===== config.mk =====
export PLATFORM = sky130hd
export DESIGN_NAME = register_alu_condition_unit
export DESIGN_NICKNAME = d
export VERILOG_FILES = /design/src/hdl/racu_pkg.sv /design/src/hdl/register_alu_condition_unit.sv
export VERILOG_INCLUDE_DIRS = /design/src /design/src/hdl
export SDC_FILE = /design/constraint.sdc
export NUM_CORES = 1
export LEC_CHECK = 0
export BUFFER_PORTS_ARGS = -buffer_cell sky130_fd_sc_hd__buf_2
export CAP_MARGIN = 10
export CORE_MARGIN = 2
export CORE_UTILIZATION = 30
export DETAILED_ROUTE_END_ITERATION = 12
export HOLD_SLACK_MARGIN = 0.1
export MAX_ROUTING_LAYER = met4
export SETUP_SLACK_MARGIN = 0.3
export SYNTH_ARGS = -nofsm -noshare
export SYNTH_HDL_FRONTEND = slang
export SYNTH_SLANG_ARGS = --single-unit

===== constraint.sdc =====
create_clock -name clock -period 7 [get_ports clock]
set_input_delay 0.35 -clock clock [delete_from_list [all_inputs] [get_ports clock]]
set_output_delay 0.35 -clock clock [all_outputs]
set_load 0.01 [all_outputs]

===== src/hdl/register_alu_condition_unit_defines.svh =====
// Assertion macros for the register ALU with condition code.
// Included by every RTL file that carries concurrent assertions.
`ifndef REGISTER_ALU_CONDITION_UNIT_DEFINES_SVH
`define REGISTER_ALU_CONDITION_UNIT_DEFINES_SVH

// Same-cycle implication, checked on rising clock, quiet in reset
`define RACU_ASSERT_NOW(label, clk, rst, ante, cons) \
   label: assert property (@(posedge clk) disable iff (rst) (ante) |-> (cons)) \
      else $error("racu assertion failed");

// Next-cycle implication, checked on rising clock, quiet in reset
`define RACU_ASSERT_NEXT(label, clk, rst, ante, cons) \
   label: assert property (@(posedge clk) disable iff (rst) (ante) |=> (cons)) \
      else $error("racu assertion failed");

`endif


===== src/hdl/racu_pkg.sv =====
// Package for the register ALU with condition code: opcodes, condition
// codes, word layout and parameter defaults. No dependencies.
package racu_pkg;

   // Parameter defaults
   localparam int unsigned NUM_REGS_DEF   = 16;
   localparam int unsigned DATA_WIDTH_DEF = 32;

   // Fixed field widths of the stream words
   localparam int unsigned KIND_W    = 5;
   localparam int unsigned REGIDX_W  = 4;
   localparam int unsigned OPERAND_W = 32;
   localparam int unsigned STORE_W   = 32;
   localparam int unsigned COND_W    = 2;

   // Request word: dest_reg, src_reg, operand_value (kind rides on tuser)
   localparam int unsigned REQ_DEST_LO = 0;
   localparam int unsigned REQ_SRC_LO  = REQ_DEST_LO + REGIDX_W;
   localparam int unsigned REQ_OPND_LO = REQ_SRC_LO + REGIDX_W;
   localparam int unsigned REQ_BITS    = REQ_OPND_LO + OPERAND_W;
   localparam int unsigned REQ_TDATA_W = ((REQ_BITS + 7) / 8) * 8;

   // Response word: store_value, cond_code, branch_taken
   localparam int unsigned RSP_BITS    = STORE_W + COND_W + 1;
   localparam int unsigned RSP_TDATA_W = ((RSP_BITS + 7) / 8) * 8;
   localparam int unsigned RSP_PAD_W   = RSP_TDATA_W - RSP_BITS;

   // Instruction kinds
   localparam logic [KIND_W-1:0] KIND_A  = 5'd0;
   localparam logic [KIND_W-1:0] KIND_AR = 5'd1;
   localparam logic [KIND_W-1:0] KIND_S  = 5'd2;
   localparam logic [KIND_W-1:0] KIND_SR = 5'd3;
   localparam logic [KIND_W-1:0] KIND_M  = 5'd4;
   localparam logic [KIND_W-1:0] KIND_MR = 5'd5;
   localparam logic [KIND_W-1:0] KIND_D  = 5'd6;
   localparam logic [KIND_W-1:0] KIND_DR = 5'd7;
   localparam logic [KIND_W-1:0] KIND_C  = 5'd8;
   localparam logic [KIND_W-1:0] KIND_CR = 5'd9;
   localparam logic [KIND_W-1:0] KIND_L  = 5'd10;
   localparam logic [KIND_W-1:0] KIND_LA = 5'd11;
   localparam logic [KIND_W-1:0] KIND_LR = 5'd12;
   localparam logic [KIND_W-1:0] KIND_ST = 5'd13;
   localparam logic [KIND_W-1:0] KIND_J  = 5'd14;
   localparam logic [KIND_W-1:0] KIND_JZ = 5'd15;
   localparam logic [KIND_W-1:0] KIND_JP = 5'd16;
   localparam logic [KIND_W-1:0] KIND_JN = 5'd17;

   // Condition codes
   localparam logic [COND_W-1:0] COND_ZERO = 2'd0;
   localparam logic [COND_W-1:0] COND_POS  = 2'd1;
   localparam logic [COND_W-1:0] COND_NEG  = 2'd2;
   localparam logic [COND_W-1:0] COND_ERR  = 2'd3;

   // Condition update selector
   typedef enum logic [1:0] {
      CC_KEEP,
      CC_RES,
      CC_SET
   } cc_sel_type;

endpackage


===== src/hdl/register_alu_condition_unit.sv =====
// Register ALU with condition code: register file memory, sequencer,
// shift-add multiplier and restoring divider. Depends on racu_pkg and the defines header.
//
//   channel | dir | word                      | sideband
//   req     | in  | dest, src, operand_value  | tuser = kind
//   rsp     | out | store_value, cond, taken  | none
//
// One item at a time: a simple op runs the execute and done states and then
// registers its result word, and the next word is taken back in idle; multiply
// adds a shift-add loop state, a nonzero divide a loop state and a sign-fix state.
// Reset clears the condition; registers read as zero through per-entry valid bits.
// A stalled result holds in the output register; the next item runs and waits
// in the done state, with req_tready low, until that register frees.
`include "register_alu_condition_unit_defines.svh"

module register_alu_condition_unit #(
   parameter int unsigned NUM_REGS   = racu_pkg::NUM_REGS_DEF,
   parameter int unsigned DATA_WIDTH = racu_pkg::DATA_WIDTH_DEF
) (
   input  logic                              clock,
   input  logic                              reset,
   input  logic                              req_tvalid,
   output logic                              req_tready,
   // [3:0] dest_reg, [7:4] src_reg, [39:8] operand_value
   input  logic [racu_pkg::REQ_TDATA_W-1:0]  req_tdata,
   // [4:0] kind
   input  logic [racu_pkg::KIND_W-1:0]       req_tuser,
   output logic                              rsp_tvalid,
   input  logic                              rsp_tready,
   // [31:0] store_value, [33:32] cond_code, [34] branch_taken, [39:35] zero
   output logic [racu_pkg::RSP_TDATA_W-1:0]  rsp_tdata
);
   import racu_pkg::*;

   localparam int unsigned AW = $clog2(NUM_REGS);
   localparam int unsigned CW = $clog2(DATA_WIDTH);

   // Sequencer states
   localparam logic [2:0] S_IDLE = 3'd0;
   localparam logic [2:0] S_EXEC = 3'd1;
   localparam logic [2:0] S_MUL  = 3'd2;
   localparam logic [2:0] S_DIV  = 3'd3;
   localparam logic [2:0] S_FIX  = 3'd4;
   localparam logic [2:0] S_DONE = 3'd5;

   // Register index folded modulo the file depth (16-entry lookup)
   function automatic logic [AW-1:0] reg_idx(input logic [REGIDX_W-1:0] v);
      logic [AW-1:0] r;
      r = '0;
      for (int k = 0; k < 16; k++) begin
         if (v == REGIDX_W'(k)) r = AW'(k % NUM_REGS);
      end
      return r;
   endfunction

   function automatic logic [COND_W-1:0] sign_code(input logic [DATA_WIDTH-1:0] x);
      logic [COND_W-1:0] c;
      if (x == '0) c = COND_ZERO;
      else if (x[DATA_WIDTH-1]) c = COND_NEG;
      else c = COND_POS;
      return c;
   endfunction

   // Request unpack
   logic [REGIDX_W-1:0]         req_dest;
   logic [REGIDX_W-1:0]         req_src;
   logic signed [OPERAND_W-1:0] req_operand;
   logic                        req_accept;
   logic [AW-1:0]               req_didx;
   logic [AW-1:0]               req_sidx;

   assign req_dest    = req_tdata[REQ_DEST_LO +: REGIDX_W];
   assign req_src     = req_tdata[REQ_SRC_LO +: REGIDX_W];
   assign req_operand = req_tdata[REQ_OPND_LO +: OPERAND_W];
   assign req_accept  = req_tvalid && req_tready;
   assign req_didx    = reg_idx(req_dest);
   assign req_sidx    = reg_idx(req_src);

   // State and datapath registers
   logic [2:0]            state_ff, state_in;
   logic [KIND_W-1:0]     kind_ff;
   logic [AW-1:0]         didx_ff;
   logic [DATA_WIDTH-1:0] opnd_ff;
   logic [COND_W-1:0]     cond_ff, cond_in;
   logic [DATA_WIDTH-1:0] res_ff, res_in;
   logic [DATA_WIDTH-1:0] opa_ff, opa_in;
   logic [DATA_WIDTH-1:0] opb_ff, opb_in;
   logic [DATA_WIDTH-1:0] rem_ff, rem_in;
   logic                  neg_ff, neg_in;
   logic [CW-1:0]         cnt_ff, cnt_in;
   logic                  wr_ff, wr_in;
   cc_sel_type            cc_sel_ff, cc_sel_in;
   logic [COND_W-1:0]     cc_val_ff, cc_val_in;
   logic                  taken_ff, taken_in;

   // Register file memory and its valid bits
   logic [DATA_WIDTH-1:0] rf_mem [NUM_REGS];
   logic [NUM_REGS-1:0]   rf_ok_ff;
   logic [DATA_WIDTH-1:0] rd_a_ff, rd_b_ff;
   logic                  ok_a_ff, ok_b_ff;

   // Response register
   logic                    rsp_valid_ff;
   logic [STORE_W-1:0]      rsp_store_ff;
   logic [COND_W-1:0]       rsp_cond_ff;
   logic                    rsp_taken_ff;
   logic                    rsp_load;
   logic                    mem_we;

   assign req_tready = (state_ff == S_IDLE);
   assign rsp_load   = (state_ff == S_DONE) && (!rsp_valid_ff || rsp_tready);
   assign mem_we     = rsp_load && wr_ff;

   // Operands as read from the file
   logic [DATA_WIDTH-1:0] a_op, b_reg, second;
   logic                  reg_form;
   logic [DATA_WIDTH-1:0] a_mag, s_mag;
   logic [DATA_WIDTH+1:0] div_diff;
   logic                  last_step;

   assign a_op     = ok_a_ff ? rd_a_ff : '0;
   assign b_reg    = ok_b_ff ? rd_b_ff : '0;
   assign reg_form = (kind_ff < KIND_L) && kind_ff[0];
   assign second   = reg_form ? b_reg : opnd_ff;
   assign a_mag    = a_op[DATA_WIDTH-1] ? (~a_op + 1'b1) : a_op;
   assign s_mag    = second[DATA_WIDTH-1] ? (~second + 1'b1) : second;
   assign div_diff = {1'b0, rem_ff, opa_ff[DATA_WIDTH-1]} - {2'b00, opb_ff};
   assign last_step = (cnt_ff == CW'(DATA_WIDTH - 1));

   // Sequencer and execute
   always_comb begin
      state_in  = state_ff;
      res_in    = res_ff;
      opa_in    = opa_ff;
      opb_in    = opb_ff;
      rem_in    = rem_ff;
      neg_in    = neg_ff;
      cnt_in    = cnt_ff;
      wr_in     = wr_ff;
      cc_sel_in = cc_sel_ff;
      cc_val_in = cc_val_ff;
      taken_in  = taken_ff;
      cond_in   = cond_ff;
      unique case (state_ff)
         S_IDLE: begin
            if (req_accept) state_in = S_EXEC;
         end
         S_EXEC: begin
            res_in    = a_op;
            wr_in     = 1'b0;
            cc_sel_in = CC_KEEP;
            cc_val_in = cond_ff;
            taken_in  = 1'b0;
            cnt_in    = '0;
            state_in  = S_DONE;
            unique case (kind_ff)
               KIND_A, KIND_AR: begin
                  res_in    = a_op + second;
                  wr_in     = 1'b1;
                  cc_sel_in = CC_RES;
               end
               KIND_S, KIND_SR: begin
                  res_in    = a_op - second;
                  wr_in     = 1'b1;
                  cc_sel_in = CC_RES;
               end
               KIND_M, KIND_MR: begin
                  res_in    = '0;
                  opa_in    = a_op;
                  opb_in    = second;
                  wr_in     = 1'b1;
                  cc_sel_in = CC_RES;
                  state_in  = S_MUL;
               end
               KIND_D, KIND_DR: begin
                  if (second == '0) begin
                     cc_sel_in = CC_SET;
                     cc_val_in = COND_ERR;
                  end else begin
                     opa_in    = a_mag;
                     opb_in    = s_mag;
                     rem_in    = '0;
                     neg_in    = a_op[DATA_WIDTH-1] ^ second[DATA_WIDTH-1];
                     wr_in     = 1'b1;
                     cc_sel_in = CC_RES;
                     state_in  = S_DIV;
                  end
               end
               KIND_C, KIND_CR: begin
                  cc_sel_in = CC_SET;
                  if ($signed(a_op) < $signed(second)) cc_val_in = COND_NEG;
                  else if (a_op == second) cc_val_in = COND_ZERO;
                  else cc_val_in = COND_POS;
               end
               KIND_L, KIND_LA: begin
                  res_in = opnd_ff;
                  wr_in  = 1'b1;
               end
               KIND_LR: begin
                  res_in = b_reg;
                  wr_in  = 1'b1;
               end
               KIND_J:  taken_in = 1'b1;
               KIND_JZ: taken_in = (cond_ff == COND_ZERO);
               KIND_JP: taken_in = (cond_ff == COND_POS);
               KIND_JN: taken_in = (cond_ff == COND_NEG);
               default: begin
                  // store and unused codes only report the register
                  res_in = a_op;
               end
            endcase
         end
         S_MUL: begin
            // shift-add, one multiplier bit per cycle, low bits kept
            if (opb_ff[0]) res_in = res_ff + opa_ff;
            opa_in = {opa_ff[DATA_WIDTH-2:0], 1'b0};
            opb_in = {1'b0, opb_ff[DATA_WIDTH-1:1]};
            cnt_in = cnt_ff + 1'b1;
            if (last_step) state_in = S_DONE;
         end
         S_DIV: begin
            // restoring divide on magnitudes, quotient shifts into opa
            if (!div_diff[DATA_WIDTH+1]) begin
               rem_in = div_diff[DATA_WIDTH-1:0];
               opa_in = {opa_ff[DATA_WIDTH-2:0], 1'b1};
            end else begin
               rem_in = {rem_ff[DATA_WIDTH-2:0], opa_ff[DATA_WIDTH-1]};
               opa_in = {opa_ff[DATA_WIDTH-2:0], 1'b0};
            end
            cnt_in = cnt_ff + 1'b1;
            if (last_step) state_in = S_FIX;
         end
         S_FIX: begin
            res_in   = neg_ff ? (~opa_ff + 1'b1) : opa_ff;
            state_in = S_DONE;
         end
         S_DONE: begin
            if (rsp_load) begin
               unique case (cc_sel_ff)
                  CC_RES:  cond_in = sign_code(res_ff);
                  CC_SET:  cond_in = cc_val_ff;
                  default: cond_in = cond_ff;
               endcase
               state_in = S_IDLE;
            end
         end
         default: state_in = S_IDLE;
      endcase
   end

   // Control registers
   always_ff @(posedge clock) begin
      if (reset) begin
         state_ff <= S_IDLE;
         cond_ff  <= COND_ZERO;
      end else begin
         state_ff <= state_in;
         cond_ff  <= cond_in;
      end
   end

   // Datapath registers
   always_ff @(posedge clock) begin
      if (req_accept) begin
         kind_ff <= req_tuser;
         didx_ff <= req_didx;
         opnd_ff <= DATA_WIDTH'(req_operand);
      end
      res_ff    <= res_in;
      opa_ff    <= opa_in;
      opb_ff    <= opb_in;
      rem_ff    <= rem_in;
      neg_ff    <= neg_in;
      cnt_ff    <= cnt_in;
      wr_ff     <= wr_in;
      cc_sel_ff <= cc_sel_in;
      cc_val_ff <= cc_val_in;
      taken_ff  <= taken_in;
   end

   // Register file: one write port, two registered read ports
   always_ff @(posedge clock) begin
      if (mem_we) rf_mem[didx_ff] <= res_ff;
      if (req_accept) begin
         rd_a_ff <= rf_mem[req_didx];
         rd_b_ff <= rf_mem[req_sidx];
      end
   end

   // Valid bits: unwritten entries read as zero
   always_ff @(posedge clock) begin
      if (reset) begin
         rf_ok_ff <= '0;
      end else if (mem_we) begin
         rf_ok_ff[didx_ff] <= 1'b1;
      end
   end

   always_ff @(posedge clock) begin
      if (req_accept) begin
         ok_a_ff <= rf_ok_ff[req_didx];
         ok_b_ff <= rf_ok_ff[req_sidx];
      end
   end

   // Response output register
   always_ff @(posedge clock) begin
      if (reset) begin
         rsp_valid_ff <= 1'b0;
      end else if (rsp_load) begin
         rsp_valid_ff <= 1'b1;
      end else if (rsp_tready) begin
         rsp_valid_ff <= 1'b0;
      end
   end

   always_ff @(posedge clock) begin
      if (rsp_load) begin
         rsp_store_ff <= STORE_W'(res_ff);
         rsp_cond_ff  <= cond_in;
         rsp_taken_ff <= taken_ff;
      end
   end

   assign rsp_tvalid = rsp_valid_ff;
   assign rsp_tdata  = {{RSP_PAD_W{1'b0}}, rsp_taken_ff, rsp_cond_ff, rsp_store_ff};

   // Checks
   `RACU_ASSERT_NEXT(a_accept_exec, clock, reset, req_accept, state_ff == S_EXEC)
   `RACU_ASSERT_NOW(a_no_write_on_accept, clock, reset, req_accept, !mem_we)
   `RACU_ASSERT_NOW(a_div_zero_no_write, clock, reset,
      (state_ff == S_DONE) && (cc_sel_ff == CC_SET) && (cc_val_ff == COND_ERR), !wr_ff)
   `RACU_ASSERT_NOW(a_taken_jump_only, clock, reset,
      (state_ff == S_DONE) && taken_ff,
      (kind_ff == KIND_J) || (kind_ff == KIND_JZ) || (kind_ff == KIND_JP) ||
      (kind_ff == KIND_JN))
   `RACU_ASSERT_NEXT(a_iter_start, clock, reset,
      (state_ff == S_EXEC) && ((state_in == S_MUL) || (state_in == S_DIV)), cnt_ff == '0)

endmodule

After elaboration in Yosys (flattened, before gate mapping)
Memories as Yosys holds them, arrays and structs flattened. A register that Yosys moved wholly into a read port is not among the register bits.
Index checks and enable logic that the tools add are counted.
{"block": "classes", "n_lt_le_gt_ge": 6, "n_bitwise": 6, "muxes": 82, "add_sub_neg": 8, "n_eq_ne": 66, "reduce_logical": 33}
{"op": "32-bit two-way mux", "n": 12}
{"op": "32-bit one-hot mux with 2 select lines", "n": 4}
{"op": "32-bit one-hot mux with 3 select lines", "n": 2}
{"op": "32-bit one-hot mux with 5 select lines", "n": 1}
{"op": "4-bit two-way mux", "n": 28}
{"op": "32-bit by 1-bit adder with 32-bit output, second input constant", "n": 3}
{"op": "32-bit inverter", "n": 3}
{"op": "32-bit adder", "n": 2}
{"op": "4-bit == test, second input constant", "n": 16}
{"op": "32-bit zero test", "n": 2}
{"op": "5-bit by 4-bit == test with 1-bit output, second input constant", "n": 7}
{"op": "33-bit by 32-bit subtractor with 34-bit output", "n": 1}
{"op": "32-bit == test", "n": 1}
{"op": "4-bit by 3-bit == test with 1-bit output, second input constant", "n": 8}
{"op": "32-bit less-than comparator", "n": 1}
{"op": "32-bit subtractor", "n": 1}
{"op": "5-bit by 3-bit == test with 1-bit output, second input constant", "n": 4}
{"op": "3-bit one-hot mux with 6 select lines", "n": 1}
{"op": "4-bit by 2-bit == test with 1-bit output, second input constant", "n": 4}
{"op": "16-bit bitwise OR", "n": 1}
{"op": "5-bit == test, second input constant", "n": 3}
{"op": "4-bit by 5-bit less-than comparator with 1-bit output, second input constant", "n": 3}
{"op": "3-bit two-way mux", "n": 5}
{"op": "2-bit two-way mux", "n": 7}
{"op": "other kinds (40)", "n": 81}
{"block": "word_totals", "ram_bits": 512, "mem_count": 1, "wordCells": 224, "ff_bits": 240}
{"name": "rf_mem", "words": 16, "width": 32, "rd": 2, "rd_clocked_by_memory_dff": 2, "wr": 1, "line_no": "register_alu_condition_unit.sv:97", "text": "logic [DATA_WIDTH-1:0] rf_mem [NUM_REGS];"}

Logic depth before layout (Yosys ltp)
Gate-level depths: netlist of run 1.
{"block": "logic_depth", "depth_word": 18, "depth_mapped": 23, "mapped_depth_nobuf": 18}

Worst setup path after synthesis of run 1
Ideal clock, no wire load.
{"block": "synth_path", "path_type": "input to register", "startpoint": "input port rsp_tready", "endpoint": "memory rf_mem[0][0] (netlist bit) (enable)", "required_time_ns": 6.537, "slack_ns": 1.548, "cell_stages": 6, "path_buffers": 0, "arrival_time_ns": 4.989, "setup_ns": 0.463, "path_cell_list": "nand2b_1 -> nand3_1 -> nor2_1 -> nand2_1 -> or3_1 -> nor3_1"}
{"block": "synth_via", "elab_chain_cells": 5}
{"item": "start: declaration", "line_no": "register_alu_condition_unit.sv:29", "text": "input logic rsp_tready,"}
{"item": "1-bit logical OR", "line_no": "register_alu_condition_unit.sv:111", "text": "assign rsp_load = (state_ff == S_DONE) && (!rsp_valid_ff || rsp_tready);"}
{"item": "1-bit logical AND", "line_no": "register_alu_condition_unit.sv:111"}
{"item": "net rsp_load", "line_no": "register_alu_condition_unit.sv:107", "text": "logic rsp_load;"}
{"item": "1-bit logical AND", "line_no": "register_alu_condition_unit.sv:112", "text": "assign mem_we = rsp_load && wr_ff;"}
{"item": "1-bit two-way mux", "line_no": "register_alu_condition_unit.sv:283", "text": "if (mem_we) rf_mem[didx_ff] <= res_ff;"}
{"item": "1-bit two-way mux (not written as such)", "line_no": "register_alu_condition_unit.sv:283"}
{"item": "end: declaration", "line_no": "register_alu_condition_unit.sv:97"}
The timed path passes the listed nets, and every way through them passes these cells.

Worst setup path in the final report of run 1
{"block": "layout_path", "startpoint": "register kind_ff[2]", "endpoint": "register res_ff[29] (data pin)"}
{"block": "layout_via", "elab_chain_cells": 6, "word_cells_on_any_way": 20}
{"item": "start: declaration", "line_no": "register_alu_condition_unit.sv:81", "text": "logic [KIND_W-1:0] kind_ff;"}
{"item": "start signal: assignment", "line_no": "register_alu_condition_unit.sv:265", "text": "kind_ff <= req_tuser;"}
{"item": "5-bit by 4-bit less-than comparator with 1-bit output", "line_no": "register_alu_condition_unit.sv:123", "text": "assign reg_form = (kind_ff < KIND_L) && kind_ff[0];"}
{"item": "1-bit logical AND", "line_no": "register_alu_condition_unit.sv:123"}
{"item": "32-bit two-way mux", "line_no": "register_alu_condition_unit.sv:124", "text": "assign second = reg_form ? b_reg : opnd_ff;"}
{"item": "32-bit subtractor or 32-bit adder (tied branches)", "line_no": "register_alu_condition_unit.sv:163, register_alu_condition_unit.sv:158"}
{"item": "32-bit one-hot mux with 5 select lines (*)", "line_no": "register_alu_condition_unit.sv:156", "text": "unique case (kind_ff)"}
{"item": "32-bit one-hot mux with 3 select lines (*)", "line_no": "register_alu_condition_unit.sv:144", "text": "unique case (state_ff)"}
{"item": "net res_in[29]", "line_no": "register_alu_condition_unit.sv:85", "text": "logic [DATA_WIDTH-1:0] res_ff, res_in;"}
{"item": "end signal: assignment", "line_no": "register_alu_condition_unit.sv:269", "text": "res_ff <= res_in;"}
{"item": "end: declaration", "line_no": "register_alu_condition_unit.sv:85"}
The timed path passes the listed nets; every way through them passes the cells marked *.
A chain may end at the register's enable or synchronous reset.

==> results of run 1 <==
-- metrics by stage --
| stage | power [mW] | utilization, % | hold WS [ps] | instances | setup WS [ps] |
|---|---|---|---|---|---|
| 2_1_floorplan | 8.65 | - | 400 | 3258 | 1550 |
| 3_3_place_gp | 9.79 | 32.1 | 428 | 5131 | 1680 |
| 3_5_place_dp | 9.81 | 32.1 | 420 | 5131 | 1570 |
| 4_1_cts | 14.6 | 34.3 | 346 | 5339 | 1560 |
| 5_1_grt | 15.1 | 34.3 | 360 | 5339 | 1120 |
| 6_report | 14.5 | 34.3 | 381 | 5339 | 1480 |
-- power by group through the flow --
stage / clock [mW] / sequential [mW] / combinational [mW]
detailed placement: 0 / 6.82 / 2.98
CTS: 4.80 / 6.73 / 3.02
finish: 4.71 / 6.75 / 3.06
global route: 5.00 / 6.80 / 3.33
floorplan: 0 / 6.45 / 2.20
global placement: 0 / 6.82 / 2.98
-- worst max-delay path by stage --
stage	from	end	slack, ps	depth (start not counted)
after floorplan	rsp_tready	rf_mem[0][0]	1550	6
after global placement	kind_ff[2]	res_ff[31]	1680	16
after detailed placement	kind_ff[2]	res_ff[31]	1570	16
after CTS	kind_ff[2]	res_ff[31]	1560	16
after global routing	kind_ff[2]	res_ff[29]	1120	16
final	kind_ff[2]	res_ff[29]	1480	16
-- cell type report --
cell class                      count  area [um2]  area share (%)
Clock buffer                      111        2370            4.69
Tap cell                         1930        2410            4.77
Clock inverter                     58         553            1.09
Multi-Input combinational cell   2125       19300            38.0
Timing Repair Buffer              187        1340            2.65
Inverter                          112         420           0.830
Sequential cell                   816       24300            47.9
-- state kept, by name, indices dropped and copies added (netlist names), 3 cells and up --
name	cells
cnt_ff	5
rf_mem	512
rd_a_ff	32
rd_b_ff	32
state_ff	3
kind_ff	5
opnd_ff	32
rem_ff	32
rf_ok_ff	16
opb_ff	32
opa_ff	32
rsp_store_ff	32
res_ff	32
didx_ff	4
-- routing by layer --
layer	wire, um	up-vias	global-route usage [%]	part of all wire (%)
met3	11500	216	3.10	8.2
met4	3590	0	4.62	2.6
met1	60000	15617	25.5	43
li1	-	13113	-	-
met2	64400	1361	28.5	46
met5	0	-	-	0
-- critical path: stages, from the launching register on --
cell and delay, ps:
edfxtp_1 550, o21ai_2 450, nand2_2 410, o21ai_1 560, ha_1 460, and4_1 250, o2bb2ai_1 150, o31a_1 320
o31a_1 300, o41ai_2 290, buf_4 190, o22ai_1 100, o31ai_1 470, xnor2_1 190, o221ai_1 140, a222oi_1 260
o21ai_0 140
-- what timing repair did --
item	4_1_cts	5_1_grt
endpoints found under the hold margin	58	0
hold buffers	39	0
setup buffers	0	0
-- layout by cell type, fill, tap and decap left out, types with 30 or more instances in the layout --
| cell type | count |
|---|---|
| xor2_1 | 47 |
| inv_1 | 112 |
| nand3_1 | 32 |
| mux4_2 | 330 |
| edfxtp_1 | 794 |
| a21o_1 | 55 |
| xnor2_1 | 105 |
| o21ai_0 | 186 |
| nor3_1 | 33 |
| dlygate4sd3_1 | 39 |
| ha_1 | 118 |
| a21oi_1 | 195 |
| o31ai_1 | 32 |
| nand2b_1 | 30 |
| buf_2 | 81 |
| nand2_1 | 242 |
| clkbuf_16 | 92 |
| buf_4 | 61 |
| nor2_1 | 203 |
-- logic make-up after synthesis --
kind of cell	Yosys count	share of synthesized area, %
AND/OR/NAND/NOR	732	7.82
adder cells (fa/ha/maj)	121	3.45
flip-flops	816	54.4
multiplexers	341	16.9
XOR/XNOR	152	2.99
other	1	0.00841
buffers and inverters	317	2.82
AO/OA/AOI/OAI	774	11.5
==> metrics.cfg, run 1 <==
[outcome]
status=complete, no violations

[finish]
drive_gt1_share_pct=20.1
area.growth.synth_to_final_pct=13.6
diodes=0
n_fill_cell=14120
design_area_um2=50600
fin_nets=3504

[placed_design]
dpl_cell_area_um2=47300
gp_congestion=0.942
hpwlAfterDp_um=89500
numPortBuffers=85

[floorplanning]
num_rows=141
die-area_um2=152000
ioPinCount=91
coreArea_um2=148000
fp.dieH_um=390
die_width_um=390
initial_utilization_pct=30.2

[detailed_routing]
ant_nets=0
wirelength_um=139000
drt_iter0_markers=3963
vias=30307
wl_per_cell_um=26.1
viasPerCell=5.68
drc=0
drt_pass1_iterations=8

[critical_path]
crit_type=reg2reg
r2r_cells=16
start_kind=register
cp.arrival_ps=5940
critPathRequiredTime_ps=7420
timing.reg2reg.setup_slack_ps=1480
path_max_fanout=24
r2r_start=kind_ff[2]
end_kind=register
rr_endpoint=res_ff[29]

[sta]
setup_viol=0
layout_min_cycle_time_ps=5520
finClkSkew_ps=69.6
max_slew_margin_pct=29.4
rsz0062_at_grt=false
worstMarginPinSlew_ps=1060
timing.fmax_ghz=0.181
slew_viol_final=0
finalHoldViolations=0
finalSetupTns_ps=0
post-route-period-util_pct=78.9

[worst_hold_path]
hp-start=req_tdata[38]
hold_class=in2reg
hold_depth=2
min_to=opnd_ff[30]

[clock_tree]
cts_sinks=816
cts-resized-gates=0
cts_buffers=92
cts_tree=built
path_clk_slew_ps=70
ctsLongestPathBuffers=3
clock_latency_ps=720
cts_root_buf=clkbuf_16
h-tree-depth=3

[power]
powerDensity_nw_per_um2=287
p_leak_nw=17.0
comb_power_share_pct=21.1
seqPwrFrac_pct=46.5
pwr-share-clk_pct=32.4
p_sw_share_pct=32.1
vdd_drop_max_mv=0.234
p_int_mw=9.85
switchingPower_mw=4.66

[yosys]
yosysTopAreaCellShare_pct=53.5
ys.flop_type=edfxtp_1
avgSynthCellArea_um2=13.7
synth_seq_cells=816
ys_seq_area_share_pct=54.4
async_flop_share_pct=0
syn_area_um2=44600
synth_common_cells=edfxtp_1, mux4_2, nand2_1
yosysTopAreaCell=edfxtp_1
synthTopCellsByArea=edfxtp_1, mux4_2, ha_1
yosys_warnings=0
synth_most_common_cell=edfxtp_1
synth_edf_count=794
synthCells=3254
yosys.cell_types.count=107

[grt]
grt_antenna_before_repair=4
grt_pass1_vias=29612
grt_max_degree=89
grt_first_pass_wirelength_um=203000
grt.overflow.total=0
track_usage_pct=18.5

[job]
max_cap_violations=0

(Power assumes the default switching activity.)
==> inputs of run 2 (changes only) <==
Settings changed: ABC_AREA from default to 1.
Clock period 7 ns to 5.8 ns, I/O delays scaled along.
==> run 2 against run 1 <==
Effect of this change:
- register-to-register slack lost 98 ps
- utilization decreased by 0.19 points
- global-route usage up 3.5 points
- cell area grew 5.3%
- critical path type unchanged
- highest routed layer unchanged
==> metrics.cfg, run 2 <==
[critical_path]
critPathRequiredTime_ps=6210  ; -1210 ps
path_max_fanout=40  ; +67%
cp.arrival_ps=4830  ; -1110 ps
start_kind=register
end_kind=register
crit_type=reg2reg

[detailed_routing]
ant_nets=0  ; unchanged
wirelength_um=178000  ; +27%
vias=40434  ; +33%
drc=0  ; unchanged
drt_iter0_markers=4846  ; +22%
viasPerCell=5.47  ; -3.6%
wl_per_cell_um=24.0  ; -8.0%
drt_pass1_iterations=9  ; +1

[power]
p_leak_nw=20.6  ; +21%
comb_power_share_pct=27.2  ; +6.1 points
seqPwrFrac_pct=43.4  ; -3.1 points
vdd_drop_max_mv=0.244  ; +4.3%
p_int_mw=12.2  ; +24%
p_sw_share_pct=37.6  ; +5.4 points
powerDensity_nw_per_um2=366  ; +28%
switchingPower_mw=7.34  ; +57%
pwr-share-clk_pct=29.4  ; -3.0 points

[placed_design]
hpwlAfterDp_um=121000  ; +35%
pre_cts_ws_ps=1430  ; -142 ps
numPortBuffers=85  ; unchanged
gp_congestion=0.981  ; +4.0%

[job]
max_cap_violations=0  ; unchanged

[sta]
rsz0062_at_grt=false
timing.fmax_ghz=0.226  ; +25%
slew_viol_final=0  ; unchanged
finalSetupTns_ps=0  ; unchanged
max_slew_margin_pct=16.6  ; -13 points
finalHoldViolations=0  ; unchanged
layout_min_cycle_time_ps=4420  ; -1100 ps
post-route-period-util_pct=76.2  ; -2.7 points
setup_viol=0  ; unchanged
finClkSkew_ps=105  ; +35.0 ps
setup_slack_ps=1380  ; -98.0 ps
worstMarginPinSlew_ps=1250  ; +193 ps

[yosys]
yosys-mux-area-fraction_pct=2.10  ; -15 points
synthSimpleGateAreaFrac_pct=17.1  ; +9.3 points
yosys_warnings=0  ; unchanged
ys.flop_type=edfxtp_1
async_flop_share_pct=0  ; unchanged
synth_most_common_cell=nand2_1
avgSynthCellArea_um2=9.03  ; -34%
synth_edf_count=794  ; unchanged
yosys.area_share.adder_pct=3.25  ; -0.19 points
synth_top_family_by_area=compound AO/OA/AOI/OAI gates
synth_xor_area_share_pct=1.26  ; -1.7 points
synthTopCellsByArea=edfxtp_1, nand2_1, inv_1
syn_area_um2=47200  ; +5.9%
synth_seq_cells=816  ; unchanged
yosysTopAreaCellShare_pct=50.5  ; -3.0 points
synthCells=5234  ; +61%
synth_common_cells=nand2_1, edfxtp_1, inv_1
yosysTopAreaCell=edfxtp_1
yosys.cell_types.count=58  ; -46%
synth_compound_area_share_pct=17.4  ; +5.8 points
ys_seq_area_share_pct=51.4  ; -3.0 points

[floorplanning]
fp.dieH_um=401  ; +2.9%
ioPinCount=91  ; unchanged
die-area_um2=161000  ; +5.9%
initial_utilization_pct=30.2  ; about the same
coreArea_um2=156000  ; +5.9%
die_width_um=401  ; +2.9%
num_rows=145  ; +2.8%

[grt]
grt.overflow.total=0  ; unchanged
grt_pass1_vias=38422  ; +30%
track_usage_pct=22.0  ; +3.5 points
grt_first_pass_wirelength_um=257000  ; +27%
grt_max_degree=160  ; +80%
grt_antenna_before_repair=6  ; +2

[clock_tree]
cts_buffers=92  ; unchanged
path_clk_slew_ps=60  ; about the same
cts_root_buf=clkbuf_16
cts_sinks=816  ; unchanged
h-tree-depth=3  ; unchanged
ctsLongestPathBuffers=3  ; unchanged
cts_tree=built
clock_latency_ps=760  ; +40 ps

[finish]
final_cell_mix=nand2_1, edfxtp_1, inv_1
layout_commonest_cell=nand2_1
drive_gt1_share_pct=7.15  ; -13 points
area.growth.synth_to_final_pct=12.9
regMostFlops=rf_mem
n_fill_cell=15911  ; +13%
fin_nets=5424  ; +55%
largest_reg_flops=512  ; unchanged
fin_util_pct=34.1  ; -0.19 points

[worst_hold_path]
hold_class=in2reg

[outcome]
status=complete, no violations

==> run 2: path summary, 6_finish.rpt <==
path              startpoint            to  slack, ps  cells past startpoint
setup / recovery  kind_ff[3]    res_ff[13]       1380                     18
hold / removal    req_tvalid   state_ff[2]        170                      8
setup reg to reg  kind_ff[3]    res_ff[13]       1380                     18
hold reg to reg     taken_ff  rsp_taken_ff        430                      0
==> run 2: power groups by stage <==
| stage | combinational (mW) | clock [mW] | sequential, mW |
|---|---|---|---|
| 4_1_cts | 5.24 | 5.84 | 8.45 |
| 3_3_place_gp | 5.20 | 0 | 8.56 |
| 5_1_grt | 5.84 | 6.06 | 8.52 |
| 6_report | 5.32 | 5.74 | 8.48 |
| 3_5_place_dp | 5.20 | 0 | 8.56 |
| 2_1_floorplan | 3.50 | 0 | 8.04 |
==> run 2: through the flow <==
stage               cells  area, um2  hold slack (ps)  total power, mW
CTS                  7390      53300              113             19.5
global placement     7179      50000              417             13.8
global route         7392      53300              178             20.4
detailed placement   7179      50000              419             13.8
finish               7392      53300              174             19.5
floorplan            5238      47300              359             11.5
==> run 2: kinds of logic after synthesis <==
| kind of cell | count (synthesis) |
|---|---|
| other cells | 1 |
| xor+xnor | 68 |
| fa+ha+maj | 121 |
| compound gates | 1294 |
| mux | 99 |
| flops | 816 |
| buf+inv | 922 |
| simple gates | 1913 |
==> run 2: timing repair <==
item,CTS,global route
buffers inserted,0,0
hold buffers,39,0
endpoints found under the hold margin,43,0
resized for setup,0,0
==> run 2: per-layer routing <==
| layer | GRT usage (%) | part of all wire [%] | vias to the layer above | wire length, um |
|---|---|---|---|---|
| li1 | - | - | 18572 | - |
| met1 | 29.7 | 43 | 19636 | 76900 |
| met2 | 33.9 | 45 | 1885 | 80400 |
| met3 | 2.93 | 7.9 | 341 | 14100 |
| met4 | 7.80 | 3.5 | 0 | 6220 |
| met5 | - | 0 | - | 0 |
==> run 2: critical path: stages (launching register included) <==
cell	delay, ps
edfxtp_1	410
nand2_2	300
nand3_4	180
buf_4	470
nand2_1	110
nand2_1	250
inv_1	180
ha_1	420
nand2_1	110
nor2_1	110
inv_1	70
nor3_1	390
nand2_1	150
nand2_1	230
nand2_1	110
a311oi_1	240
nand2_1	100
o211ai_1	150
nand2_1	90
==> run 2: layout make-up <==
type                            count  area, um2  share of cell area (%)
Timing Repair Buffer              193       1440                    2.71
Clock inverter                     59        532                   0.997
Tap cell                         2058       2570                    4.83
Inverter                          651       2450                    4.59
Multi-Input combinational cell   3500      19700                    36.8
Antenna cell                        2       5.00                 0.00938
Sequential cell                   816      24300                    45.5
Clock buffer                      113       2400                    4.50
